## src/rtl/wlf_pkg.sv

```systemverilog
// ----------------------------------------------------------------------------
// wlf_pkg
// Types and constants shared by the watershed labeling block.
// ----------------------------------------------------------------------------
`timescale 1ns / 1ps
`default_nettype none
package wlf_pkg;
    localparam int LABEL_W = 18;
    localparam int REGION_W = 17;
    localparam logic [REGION_W-1:0] REGION_LIMIT = 17'h1FFFF;
    localparam logic signed [LABEL_W-1:0] LABEL_UNKNOWN = -18'sd1;
    localparam logic [1:0] REG_ROWS = 2'd0;
    localparam logic [1:0] REG_COLS = 2'd1;
    localparam logic [1:0] REG_CONN = 2'd2;
    localparam logic OP_LOAD = 1'b0;
    localparam logic OP_READ = 1'b1;

    typedef enum logic [3:0] {
        S_CLEAR, S_IDLE, S_RD_WAIT, S_RD_OUT,
        S_LBL_CLR, S_SCAN_ISSUE, S_SCAN_WAIT, S_NB_ISSUE, S_NB_WAIT, S_WRITE
    } t_state;

    // Commands from controller to datapath.
    typedef struct packed {
        logic load_pix;     // store input pixel, advance load position
        logic rd_issue;     // issue label read at request position
        logic rd_capture;   // latch result label
        logic clr_start;    // reset clear counter
        logic clr_step;     // clear one label entry
        logic scan_start;   // begin labeling: level = 0, pos = 0
        logic scan_next;    // advance scan position / level
        logic nb_start;     // begin neighbour walk
        logic nb_issue;     // read label of current neighbour
        logic nb_accum;     // fold returned neighbour label
        logic lbl_write;    // write label of current pixel
        logic lbl_done;     // reset load position
    } t_cmd;

    typedef struct packed {
        logic clr_done;
        logic pix_match;    // scanned pixel equals current level
        logic scan_last;    // last position of last level
        logic nb_valid;     // current neighbour is in bounds
        logic nb_last;      // current neighbour is the eighth
        logic conn;
    } t_stat;
endpackage
`default_nettype wire

```

## src/rtl/wlf_ctrl.sv

```systemverilog
// ----------------------------------------------------------------------------
// wlf_ctrl
// Sequencer for load, read, clear and flood labeling.
// ----------------------------------------------------------------------------
`timescale 1ns / 1ps
`default_nettype none
module wlf_ctrl
    import wlf_pkg::*;
(
    input  wire logic  i_clk,
    input  wire logic  i_rst_n,
    input  wire logic  i_valid,
    input  wire logic  i_op,
    input  wire logic  i_last,
    output logic       o_ready,
    output logic       o_valid,
    input  wire logic  i_ready,
    output logic       o_idle,
    input  wire t_stat i_stat,
    output t_cmd       o_cmd
);
    t_state r_state, n_state;

    always_ff @(posedge i_clk) begin
        if (!i_rst_n) begin
            r_state <= S_CLEAR;
        end else begin
            r_state <= n_state;
        end
    end

    always_comb begin
        n_state = r_state;
        o_cmd = '0;
        o_ready = 1'b0;
        o_valid = 1'b0;
        o_idle = 1'b0;
        case (r_state)
            S_CLEAR: begin
                o_cmd.clr_step = 1'b1;
                if (i_stat.clr_done) begin
                    n_state = S_IDLE;
                end
            end
            S_IDLE: begin
                o_ready = 1'b1;
                o_idle = 1'b1;
                if (i_valid) begin
                    if (i_op == OP_READ) begin
                        // The read address is taken while the request is still on the port.
                        o_cmd.rd_issue = 1'b1;
                        n_state = S_RD_WAIT;
                    end else begin
                        o_cmd.load_pix = 1'b1;
                        if (i_last) begin
                            o_cmd.clr_start = 1'b1;
                            n_state = S_LBL_CLR;
                        end
                    end
                end
            end
            S_RD_WAIT: begin
                o_cmd.rd_capture = 1'b1;
                n_state = S_RD_OUT;
            end
            S_RD_OUT: begin
                o_valid = 1'b1;
                if (i_ready) begin
                    n_state = S_IDLE;
                end
            end
            S_LBL_CLR: begin
                o_cmd.clr_step = 1'b1;
                if (i_stat.clr_done) begin
                    o_cmd.scan_start = 1'b1;
                    n_state = S_SCAN_ISSUE;
                end
            end
            S_SCAN_ISSUE: begin
                n_state = S_SCAN_WAIT;
            end
            S_SCAN_WAIT: begin
                if (i_stat.pix_match) begin
                    o_cmd.nb_start = 1'b1;
                    n_state = i_stat.conn ? S_NB_ISSUE : S_WRITE;
                end else if (i_stat.scan_last) begin
                    o_cmd.lbl_done = 1'b1;
                    n_state = S_IDLE;
                end else begin
                    o_cmd.scan_next = 1'b1;
                    n_state = S_SCAN_ISSUE;
                end
            end
            S_NB_ISSUE: begin
                o_cmd.nb_issue = 1'b1;
                n_state = S_NB_WAIT;
            end
            S_NB_WAIT: begin
                o_cmd.nb_accum = 1'b1;
                n_state = i_stat.nb_last ? S_WRITE : S_NB_ISSUE;
            end
            S_WRITE: begin
                o_cmd.lbl_write = 1'b1;
                if (i_stat.scan_last) begin
                    o_cmd.lbl_done = 1'b1;
                    n_state = S_IDLE;
                end else begin
                    o_cmd.scan_next = 1'b1;
                    n_state = S_SCAN_ISSUE;
                end
            end
            default: n_state = S_IDLE;
        endcase
    end
endmodule
`default_nettype wire

```

## config.mk

```make
export PLATFORM = sky130hd
export DESIGN_NAME = wlf_ctrl
export DESIGN_NICKNAME = d
export VERILOG_FILES = /design/src/rtl/wlf_pkg.sv /design/src/rtl/wlf_ctrl.sv
export SDC_FILE = /design/constraint.sdc
export NUM_CORES = 1
export LEC_CHECK = 0
export BUFFER_PORTS_ARGS = -buffer_cell sky130_fd_sc_hd__buf_2
export CAP_MARGIN = 15
export CORE_AREA = 8 8 45 47
export DETAILED_ROUTE_END_ITERATION = 10
export DIE_AREA = 0 0 53 55
export PLACE_DENSITY_LB_ADDON = 0.3
export SYNTH_ARGS = -nofsm -noshare
export SYNTH_HDL_FRONTEND = slang
export SYNTH_SLANG_ARGS = --single-unit
export TNS_END_PERCENT = 100
```

## constraint.sdc

```tcl
create_clock -name i_clk -period 1.3 [get_ports i_clk]
set_input_delay 0.26 -clock i_clk [delete_from_list [all_inputs] [get_ports i_clk]]
set_output_delay 0.26 -clock i_clk [all_outputs]
set_load 0.02 [all_outputs]
```

==> flow_summary.ini <==
[sta]
worst_clock_skew_ps = 1.11
finalSetupViolCount = 18
hold_viol_final = 0
slew_headroom_pct = 82.6
max_freq_mhz = 616
fin_crit_sh_pct = 125
finalSetupTns_ps = -2990
grt_setup_unrepaired = true
tightestPinTransition_ps = 260
period_minus_slack_ps = 1620
slew_viol_final = 0
finalWorstSetupSlack_ps = -323

[yosys]
synth_edf_count = 0
synth_warnings = 0
netlist.area_leader.share_pct = 18.6
yosys.area.top_type = dfxtp_1
synthArstFlopShare_pct = 0
ys_ff_latch = 4
ys_seq_area_share_pct = 18.6
syn_avg_cell_area_um2 = 7.08
synthesis.nets = 73
synth_cell_types = 31
synth_ff_type = dfxtp_1
synthCells = 61
synth_area_leaders = dfxtp_1 (19%), nor2_1 (10%), a21oi_1 (5.8%)
syn_area_um2 = 432

[clock_network]
cts_tree = done
insertion_delay_ps = 230
cts_hold_buf = 0
cts_max_level = 1
cts_made_buffers = 3
cts_num_sinks = 4
cts_buffer_depth = 2
cts_root_buffer = clkbuf_4
clkSlewWorstSetupHoldPaths_ps = 40

[global_route]
grt_max_degree = 10
antenna_found_initial = 0
grt_pass1_vias = 614
grt_pass1_wl_um = 2460
grt_util_all_layers_pct = 11.3
grt_overflow = 0

[detailed_routing]
wirelength_um = 1550
final_antenna_net_count = 0
drc = 0
drt_iter0_drc = 6
avgViaCountPerCell = 4.92
detail_route.first_pass.iterations = 4
wire_per_inst_um = 13.0
vias = 585

[cells_and_area]
synthToLayoutAreaGrowth_pct = 114
multi_input_area_um2 = 414
largest_reg_flops = 4
largest_registers = r_state x4
final_util_pct = 66.8
finalNetCount = 117
drive_above_1_share_pct = 69.9
layout_commonest_cell = buf_4
final_cell_mix = buf_4 (17), buf_6 (15), buf_2 (12), nor2_1 (7)
register_area_um2 = 92.6
fill_cells = 122
largest-register = r_state
num_antenna_cells = 0

[setup_path]
crit_fanout = 3
crit_path_end_kind = output pin
rr_startpoint = r_state[3]
critPathLaunchType = flop
crit_type = reg -> out
arrival_ps = 1360
worstPathRequired_ps = 1040
startpoint = r_state[1]

[placement]
place_ws_ps = -179
dpl.hpwl_um = 1100
port_buffers = 25
routabilityCongestion = 0.840

[power_and_ir_drop]
p_leak_nw = 0.444
irDropWorstVdd_mv = 0.421
power_density_nw_per_um2 = 493
power_mw = 0.455

[run]
drv_cap = 0

[run_status]
violations = setup timing
outcome = complete, but fails checks

[floorplan]
die_w_um = 53
coreArea_um2 = 1380
die_height_um = 55
die_area_um2 = 2920
rows = 14
initial_utilization_pct = 31.2
io-pin-count = 27

[min_path]
hold_start = i_rst_n
hold_class = in -> reg
[Yosys cell counts (all sizes together), types with 2 or more instances]
| cell type | number |
|---|---|
| nor2 | 12 |
| inv | 5 |
| a21oi | 5 |
| nor3b | 2 |
| nand2b | 2 |
| buf | 4 |
| and2 | 2 |
| nor3 | 4 |
| nand2 | 3 |
| o21ai | 2 |
| dfxtp | 4 |
| o21a | 2 |
[worst max-delay path: stages, from the launching register on]
cell and delay, ps:
dfxtp_4 350, buf_6 120, nor3_4 190, nand2_2 120
nor3b_4 210, buf_6 140
[per-layer routing]
layer,up-vias,track usage [%],wire length (um)
li1,300,-,-
met2,17,22.3,807
met1,268,10.5,637
met4,0,5.17,0
met5,-,0,0
met3,0,2.94,104
[power by group]
group	switching (mW)	internal [mW]
registers	0.00740	0.122
clock network	0.0499	0.103
logic	0.0830	0.0902
[per-stage QoR]
step           cell area [um^2]  std cells  hold WS [ps]
2_1_floorplan               493         61           380
4_1_cts                     871        117           279
3_5_place_dp                689        109           531
6_report                    925        119           292
5_1_grt                     925        119           300
3_3_place_gp                689        109           524
[cell families after synthesis]
family	after synthesis	share of synthesized area (%)
AOI/OAI and AO/OA	18	29.6
buffers and inverters	10	13.3
DFF	4	18.6
and+or+nand+nor	29	38.6
[cell type report]
cell class	instances	area share, %
clock buffers	3	2.44
inverters	5	2.03
multi-input cells	47	44.8
flip-flops and latches	4	10.0
well taps	16	2.17
repair buffers	44	38.6
[final timing paths]
kind | to | slack [ps] | cells past startpoint
worst min register to register | r_state[2] | 700 | 3
worst max-delay path | o_cmd[8] | -320 | 5
worst min-delay path | r_state[0] | 290 | 3
worst max register to register | r_state[2] | -90 | 5
[what timing repair did]
action | in CTS | in global routing
pin swaps | 10 | 4
gates resized for setup | 39 | 8
buffers inserted | 5 | 2
setup endpoints to repair | 18 | 19
(Power assumes the default switching activity.)
